`src/sv/twc_pkg.sv`:
```
// Shared widths, constants and stage types of the triangle walkability classifier.
`default_nettype none

package twc_pkg;

  localparam int COORD_BITS = 24;
  localparam int COS_W      = 16;
  localparam int FLOOR_W    = 24;
  localparam int CFG_W      = 24;
  localparam int IDX_W      = 1;

  localparam logic [IDX_W-1:0] REG_COS   = IDX_W'(0);
  localparam logic [IDX_W-1:0] REG_FLOOR = IDX_W'(1);

  localparam logic signed [COS_W-1:0]   COS_RESET   = 16'sd23170;
  localparam logic signed [FLOOR_W-1:0] FLOOR_RESET = -24'sd256000;

  // edge, cross product and magnitude widths
  localparam int EDGE_W = COORD_BITS + 1;
  localparam int PROD_W = 2 * EDGE_W;
  localparam int NORM_W = PROD_W + 1;
  localparam int MAG_W  = PROD_W;
  localparam int HALF_W = MAG_W / 2;
  localparam int SQ_W   = 2 * MAG_W;

  // scaling by the squared cosine terms, split into chunks
  localparam int NCH    = 4;
  localparam int CH_W   = SQ_W / NCH;
  localparam int CSQ_W  = 2 * COS_W - 1;
  localparam int PP_W   = CH_W + CSQ_W;
  localparam int PAIR_W = PP_W + CH_W + 1;
  localparam int SC_W   = SQ_W + CSQ_W;

  // height test width
  localparam int LOW_W = ((COORD_BITS > FLOOR_W) ? COORD_BITS : FLOOR_W) + 2;

  // 1.0 squared in Q1.30
  localparam logic [CSQ_W-1:0] COS_ONE_SQ = CSQ_W'(1) << (2 * COS_W - 2);

  typedef logic signed [COORD_BITS-1:0] coord_t;
  typedef logic signed [EDGE_W-1:0]     edge_t;

  typedef struct packed {
    coord_t ax;
    coord_t ay;
    coord_t az;
    coord_t bx;
    coord_t by;
    coord_t bz;
    coord_t cx;
    coord_t cy;
    coord_t cz;
  } vtx_t;

  typedef struct packed {
    logic walkable;
    logic too_steep;
    logic too_low;
  } cls_t;

  typedef struct packed {
    edge_t            e1x;
    edge_t            e1y;
    edge_t            e1z;
    edge_t            e2x;
    edge_t            e2y;
    edge_t            e2z;
    logic             too_low;
    logic             c_pos;
    logic             c_neg;
    logic [CSQ_W-1:0] csq;
  } front_t;

  typedef struct packed {
    logic too_low;
    logic decided;
    logic steep_fix;
    logic ny_neg;
  } flag_t;

  typedef struct packed {
    logic [MAG_W-1:0] mx;
    logic [MAG_W-1:0] my;
    logic [MAG_W-1:0] mz;
    flag_t            flag;
    logic [CSQ_W-1:0] csq;
    logic [CSQ_W-1:0] kc;
  } norm_t;

  typedef struct packed {
    logic [SQ_W-1:0]  sy;
    logic [SQ_W-1:0]  sxz;
    flag_t            flag;
    logic [CSQ_W-1:0] csq;
    logic [CSQ_W-1:0] kc;
  } sq_t;

endpackage

`default_nettype wire

```
`src/sv/twc_front.sv`:
```
// Front stage: edge vectors, height test and squared cosine limit.
`default_nettype none

module twc_front (
  input  logic                               clk,
  input  logic                               rst,
  input  logic                               vtx_valid,
  output logic                               vtx_stall,
  input  twc_pkg::vtx_t                      vtx,
  input  logic signed [twc_pkg::COS_W-1:0]   cos_max_slope,
  input  logic signed [twc_pkg::FLOOR_W-1:0] min_height,
  output logic                               front_valid,
  input  logic                               front_stall,
  output twc_pkg::front_t                    front
);
  import twc_pkg::*;

  logic                      en;
  logic signed [2*COS_W-1:0] c_prod;
  logic signed [LOW_W-1:0]   ysum;
  logic signed [LOW_W-1:0]   floor3;
  front_t                    front_next;

  assign en        = !front_valid || !front_stall;
  assign vtx_stall = !en;

  assign c_prod = cos_max_slope * cos_max_slope;
  assign ysum   = LOW_W'(vtx.ay) + LOW_W'(vtx.by) + LOW_W'(vtx.cy);
  assign floor3 = LOW_W'(min_height) + (LOW_W'(min_height) <<< 1);

  always_comb begin
    front_next         = '0;
    front_next.e1x     = EDGE_W'(vtx.bx) - EDGE_W'(vtx.ax);
    front_next.e1y     = EDGE_W'(vtx.by) - EDGE_W'(vtx.ay);
    front_next.e1z     = EDGE_W'(vtx.bz) - EDGE_W'(vtx.az);
    front_next.e2x     = EDGE_W'(vtx.cx) - EDGE_W'(vtx.ax);
    front_next.e2y     = EDGE_W'(vtx.cy) - EDGE_W'(vtx.ay);
    front_next.e2z     = EDGE_W'(vtx.cz) - EDGE_W'(vtx.az);
    front_next.too_low = ysum < floor3;
    front_next.c_pos   = !cos_max_slope[COS_W-1] && (cos_max_slope != '0);
    front_next.c_neg   = cos_max_slope[COS_W-1];
    front_next.csq     = c_prod[CSQ_W-1:0];
  end

  always_ff @(posedge clk) begin
    if (rst) begin
      front_valid <= 1'b0;
    end else if (en) begin
      front_valid <= vtx_valid;
    end
  end

  always_ff @(posedge clk) begin
    if (en) begin
      front <= front_next;
    end
  end

endmodule

`default_nettype wire

```
`config.mk`:
```
export PLATFORM = sky130hd
export DESIGN_NAME = twc_front
export DESIGN_NICKNAME = d
export VERILOG_FILES = /design/src/sv/twc_pkg.sv /design/src/sv/twc_front.sv
export SDC_FILE = /design/constraint.sdc
export NUM_CORES = 1
export LEC_CHECK = 0
export BUFFER_PORTS_ARGS = -buffer_cell sky130_fd_sc_hd__buf_4
export CAP_MARGIN = 20
export CORE_MARGIN = 5
export CORE_UTILIZATION = 55
export CTS_CLUSTER_DIAMETER = 150
export DETAILED_ROUTE_END_ITERATION = 8
export MAX_ROUTING_LAYER = met4
export PLACE_DENSITY = 0.79
export SLEW_MARGIN = 20
export SYNTH_ARGS = -nofsm -noshare
export SYNTH_HDL_FRONTEND = slang
export SYNTH_SLANG_ARGS = --single-unit
```
`constraint.sdc`:
```
create_clock -name clk -period 7.8 [get_ports clk]
set_input_delay 1.17 -clock clk [delete_from_list [all_inputs] [get_ports clk]]
set_output_delay 1.17 -clock clk [all_outputs]
set_load 0.01 [all_outputs]
```
==> results of run 1 <==
## layout make-up
type,instances,area [µm²]
Antenna cell,26,65.1
Clock buffer,17,425
Clock inverter,15,191
Fill cell,3523,14400
Inverter,475,1780
Multi-Input combinational cell,1835,16700
Sequential cell,184,5520
Tap cell,585,732
Timing Repair Buffer,451,3400
## worst reg2reg max path: stages (launching register included)
cell and delay [ns]:
dfxtp_1 0.36, nand2_4 0.55, buf_12 0.67
## worst max-delay path by stage
| stage | from | endpoint | cells after the start |
|---|---|---|---|
| after detailed placement | cos_max_slope[3] | front[29]$_DFFE_PN_ | 23 |
| final | cos_max_slope[3] | front[29]$_DFFE_PN_ | 23 |
| after CTS | cos_max_slope[3] | front[29]$_DFFE_PN_ | 23 |
| after floorplan | cos_max_slope[1] | front[30]$_DFFE_PN_ | 22 |
| after global routing | cos_max_slope[3] | front[29]$_DFFE_PN_ | 23 |
| after global placement | cos_max_slope[3] | front[29]$_DFFE_PN_ | 23 |
## metal layers
layer  part of all wire, %  up-vias  routed length, µm
li1                      -     9405                  -
met1                    38     9676              27700
met2                    51      671              37000
met3                   6.8      156               4940
met4                   4.1        0               2990
met5                     0        -                  0
## state kept, by name, summed over array words and instances (netlist names)
| register | cells |
|---|---|
| front | 183 |
| front_valid | 1 |
## cells in the final DEF, fill, tap and decap left out, types with 7 or more instances in the layout
cell / instances
nor2_1: 164
nand4_1: 11
nand2b_1: 32
a21o_1: 62
o21a_1: 45
o21ai_0: 88
or3_1: 18
and2_1: 34
and3_1: 15
a211o_1: 7
ha_1: 303
inv_1: 473
a211oi_1: 25
o21bai_1: 23
nor3_1: 41
a21oi_1: 154
o31a_1: 9
xnor2_1: 141
o31ai_1: 12
nand2_1: 148
diode_2: 26
a31oi_1: 12
a21boi_0: 12
or2_2: 7
nand3_1: 36
xor2_1: 51
fa_1: 261
edfxtp_1: 183
nor4_1: 9
buf_4: 450
clkbuf_16: 17
nor2b_1: 33
## Yosys cell counts (all sizes together), types with 33 or more instances
cell / number
edfxtp: 183
fa: 261
inv: 473
ha: 303
xnor2: 141
a21oi: 154
xor2: 51
nor3: 41
and2: 34
nor2: 164
nor2b: 33
nand2: 149
o21ai: 91
nand3: 36
o21a: 45
a21o: 62
## power by group
group,internal [mW],total [mW],switching (mW)
combinational,3.75,8.42,4.66
clock,0.441,0.932,0.491
sequential,1.76,1.87,0.111
total,5.95,11.2,5.26
## cells by family after synthesis
family          Yosys count  synth area share, %
other cells               1               0.0155
buf+inv                 502                 7.82
xor+xnor                192                 6.97
flops                   184                 22.8
mux                       5                0.223
compound gates          505                 13.5
simple gates            568                 11.2
fa+ha+maj               564                 37.3
==> flow_summary.ini, run 1 <==
[clocking]
htree_levels = 4
insertion_delay_ns = 0.49
cts.sinks = 184
cts_tree = yes
cts_root_buffer = clkbuf_16
cts.clk_slew.worst_paths_ns = 0.08
post-cts-setup-buffers = 0
postCtsHoldBufs = 0
cts_max_path_buffers = 2
numCtsBuffers = 17
cts_resized = 0

[sta]
rsz0062_at_grt = no
slew_viol_final = 0
finalSetupViolCount = 0
relSlewSlack_pct = 41.0
tns_ns = 0
setup_ws_ns = 0.773
hold_viol_final = 0
worst_pin_slew_ns = 0.863
fmax_mhz = 142
worst_clock_skew_ns = 0.0185
min_period_ns = 7.03
whs_ns = 0.853
finalCritPeriodShare_pct = 90.1

[setup_path]
r2r_cells = 2
crit_arrival_ns = 7.26
cpMaxStageDelayCell = fa_1
start_kind = primary input
regToRegStartpoint = front_valid$_SDFFE_PP0N_
cp_slowest_stage_delay_ns = 0.55
cpLargestDelayFamily = adder cells
r2r_setup_slack_ns = 5.73
critPathMaxFanout = 15
path_cells = buf_4, nand2_1, inv_1, fa_1, inv_1, fa_1, fa_1, inv_1, fa_1, fa_1, inv_1, fa_1, inv_1, ha_1, nor2_1, nor2_1, inv_1, nor3b_1, a21oi_1, o21a_1, o31ai_1, a221oi_1, xnor2_1
crit_type = primary input to register
cp.buffers_inverters = 7
r2r_end = front[63]$_DFFE_PN_
crit_path_end_kind = register
crit_required_ns = 8.03

[placement]
port-buffer-count = 444
pre_cts_slack_ns = 0.256
dpl.hpwl_um = 62200
dpl.cell_count = 3530
place_congestion = 1.03
placed_area_um2 = 28200

[worst_hold_path]
hold_path.class = primary input to register
hold_end = front_valid$_SDFFE_PP0N_
min_from = rst
holdPathStages = 2

[global_route]
grt_use_met3_pct = 5.80
grt_util_met2_pct = 53.1
busiest_layer = met2
antenna_found_initial = 25
met1_usage_pct = 35.5
grt_pass1_wl_um = 113000
grt_overflow_total = 0
grt_max_degree = 135
grt_pass1_vias = 20700
grt.total_usage_pct = 30.9

[detailed_routing]
num_vias = 19900
vias_per_cell = 5.55
post-route-drc-count = 0
ant_nets = 0
first_pass_iters = 5
wl_um = 72700
wl_per_cell_um = 20.3
drtIter0Drc = 1544

[yosys]
syn_area_um2 = 24100
syn_inst = 2521
synth_edf_count = 183
synth_top_cell_by_area = edfxtp_1
synth_area_leaders = edfxtp_1, fa_1, ha_1
yosysSeqAreaShare_pct = 22.8
yosysWarningCount = 0
yosysUniqueCellTypes = 71
synth_top_area_share_pct = 22.8
synth-seq-cells = 184
async_flop_share_pct = 0
synth_ff_type = edfxtp_1
synth.avg_cell_area_um2 = 9.58
syn-num-nets = 3345

[finish]
fin_area_um2 = 28900
syn2layout_area_growth_pct = 19.5
postLayoutCoreUtil_pct = 66.7
layout-drive-gt1-share_pct = 16.8
nNetsFinal = 3788
fin_cells = 3588

[die]
ioPinCount = 446
core-area_um2 = 43300
die_x_um = 220
fp.dieArea_um2 = 48200
die-height_um = 220
rows = 76
initial_core_util_pct = 55.8

[power]
power_density_nw_per_um2 = 389
ir_worst_vdd_uv = 460
p_leak_nw = 14.3
total_power_mw = 11.2

[job]
cap_violations = 0

[status]
status = finished, final reports clean
No activity file was read; power rests on OpenSTA's default activity.
==> inputs of run 2 (changes only) <==
--- a/config.mk
+++ b/config.mk
@@ -5,14 +5,14 @@
 export SDC_FILE = /design/constraint.sdc
 export NUM_CORES = 1
 export LEC_CHECK = 0
-export BUFFER_PORTS_ARGS = -buffer_cell sky130_fd_sc_hd__buf_4
 export CAP_MARGIN = 20
 export CORE_MARGIN = 5
 export CORE_UTILIZATION = 55
 export CTS_CLUSTER_DIAMETER = 150
 export DETAILED_ROUTE_END_ITERATION = 8
+export DONT_BUFFER_PORTS = 1
 export MAX_ROUTING_LAYER = met4
-export PLACE_DENSITY = 0.79
+export PLACE_DENSITY = 0.7
 export SLEW_MARGIN = 20
 export SYNTH_ARGS = -nofsm -noshare
 export SYNTH_HDL_FRONTEND = slang
==> flow_summary.ini, run 2 (same netlist as run 1, synthesis figures left out) <==
[clocking]
post-cts-setup-buffers = 0
htree_levels = 4
cts.sinks = 184
insertion_delay_ns = 0.48
numCtsBuffers = 17
cts_max_path_buffers = 2
cts_resized = 0
cts_root_buffer = clkbuf_16
cts_tree = yes
postCtsHoldBufs = 0
cts.clk_slew.worst_paths_ns = 0.09

[sta]
whs_ns = 0.750
worst_clock_skew_ns = 0.0132
worst_pin_slew_ns = 0.785
relSlewSlack_pct = 46.3
rsz0062_at_grt = no
finalSetupViolCount = 0
setup_ws_ns = 0.929
min_period_ns = 6.87
finalCritPeriodShare_pct = 88.1
slew_viol_final = 0
tns_ns = 0
hold_viol_final = 0
fmax_mhz = 146

[finish]
layout-drive-gt1-share_pct = 2.17
postLayoutCoreUtil_pct = 58.9
syn2layout_area_growth_pct = 5.49
top_regs = front: 183 flops, front_valid: 1 flops
regMostFlops = front
largest_reg_flops = 183
nNetsFinal = 3342
mostFrequentLayoutCell = inv_1
fill_cells = 3709
final_cell_mix = inv_1, ha_1, fa_1

[detailed_routing]
first_pass_iters = 5
drtIter0Drc = 943
vias_per_cell = 5.70
wl_um = 64700
num_vias = 17800
wl_per_cell_um = 20.7
post-route-drc-count = 0
ant_nets = 0

[global_route]
grt_overflow_total = 0
busiest_layer = met2
met1_usage_pct = 30.3
grt_util_met2_pct = 46.4
grt_pass1_vias = 18200
grt_max_degree = 142
grt.total_usage_pct = 27.2
antenna_found_initial = 7
grt_pass1_wl_um = 99100
grt_use_met3_pct = 6.28

[die]
die_x_um = 220
core-area_um2 = 43300
initial_core_util_pct = 55.8
die-height_um = 220
ioPinCount = 446
rows = 76
fp.dieArea_um2 = 48200

[setup_path]
crit_arrival_ns = 7.10
cpMaxStageDelayCell = fa_1
cpLargestDelayFamily = adder cells
start_kind = primary input
critPathMaxFanout = 10
crit_type = primary input to register
cpMostUsedCell = fa_1
cp.buffers_inverters = 5
cp_slowest_stage_delay_ns = 0.55
crit_required_ns = 8.02
crit_path_end_kind = register
path_cells = clkinv_1, nor2_1, ha_1, xor2_1, fa_1, fa_1, inv_1, fa_1, fa_1, inv_1, fa_1, inv_1, ha_1, a2111oi_0, o21ai_0, o21ai_0, o41ai_1, buf_4, o311ai_1, a31oi_1, a21o_1, a21oi_1, xnor2_1

[status]
status = finished, final reports clean

[power]
power_density_nw_per_um2 = 420
p_leak_nw = 12.2
ir_worst_vdd_uv = 489
total_power_mw = 10.7

[placement]
port-buffer-count = 0
place_congestion = 0.963
dpl.hpwl_um = 55500
pre_cts_slack_ns = 0.468

[worst_hold_path]
hold_path.class = primary input to register

[job]
cap_violations = 0
[run 2: worst paths after layout]
check	start	slack (ns)	cells after the start	endpoint
worst min-delay path	rst	0.75	1	front_valid$_SDFFE_PP0N_
worst max-delay path	cos_max_slope[12]	0.93	23	front[30]$_DFFE_PN_
worst max register to register	front_valid$_SDFFE_PP0N_	5.74	2	front[64]$_DFFE_PN_
worst min register to register	front_valid$_SDFFE_PP0N_	1.16	1	front[39]$_DFFE_PN_
[run 2: metrics by stage]
| stage | cell area (µm²) | instances |
|---|---|---|
| after floorplan | 24100 | 2521 |
| after global placement | 24800 | 3084 |
| after detailed placement | 24800 | 3084 |
| after CTS | 25500 | 3116 |
| after global routing | 25500 | 3122 |
| final | 25500 | 3122 |
[run 2: worst reg2reg max path: stages (launching register included)]
cell and delay (ns):
dfxtp_1 0.38, nand2_4 0.51, buf_12 0.68
[run 2: cell type report]
cell class / instances / area [µm²] / share of cell area, %
Multi-Input combinational cell: 1835 / 16700 / 65.8
Sequential cell: 184 / 5520 / 21.7
Inverter: 475 / 1780 / 7.00
Tap cell: 585 / 732 / 2.87
Clock buffer: 17 / 425 / 1.67
Clock inverter: 15 / 201 / 0.791
Timing Repair Buffer: 5 / 50.0 / 0.197
Antenna cell: 6 / 15.0 / 0.0590
[run 2: power by group]
part | internal (mW) | leakage [nW] | total [mW] | switching [mW]
sequential | 1.77 | 1.90 | 2.06 | 0.293
clock | 0.439 | 0.300 | 0.926 | 0.486
combinational | 3.38 | 9.95 | 7.70 | 4.32
total | 5.59 | 12.2 | 10.7 | 5.10
[run 2: per-layer routing]
layer	wire length [µm]	share of wire, %	up-vias
met5	0	0	-
met4	3410	5.3	0
met3	4840	7.5	150
met2	32100	50	598
met1	24400	38	8560
li1	-	-	8475
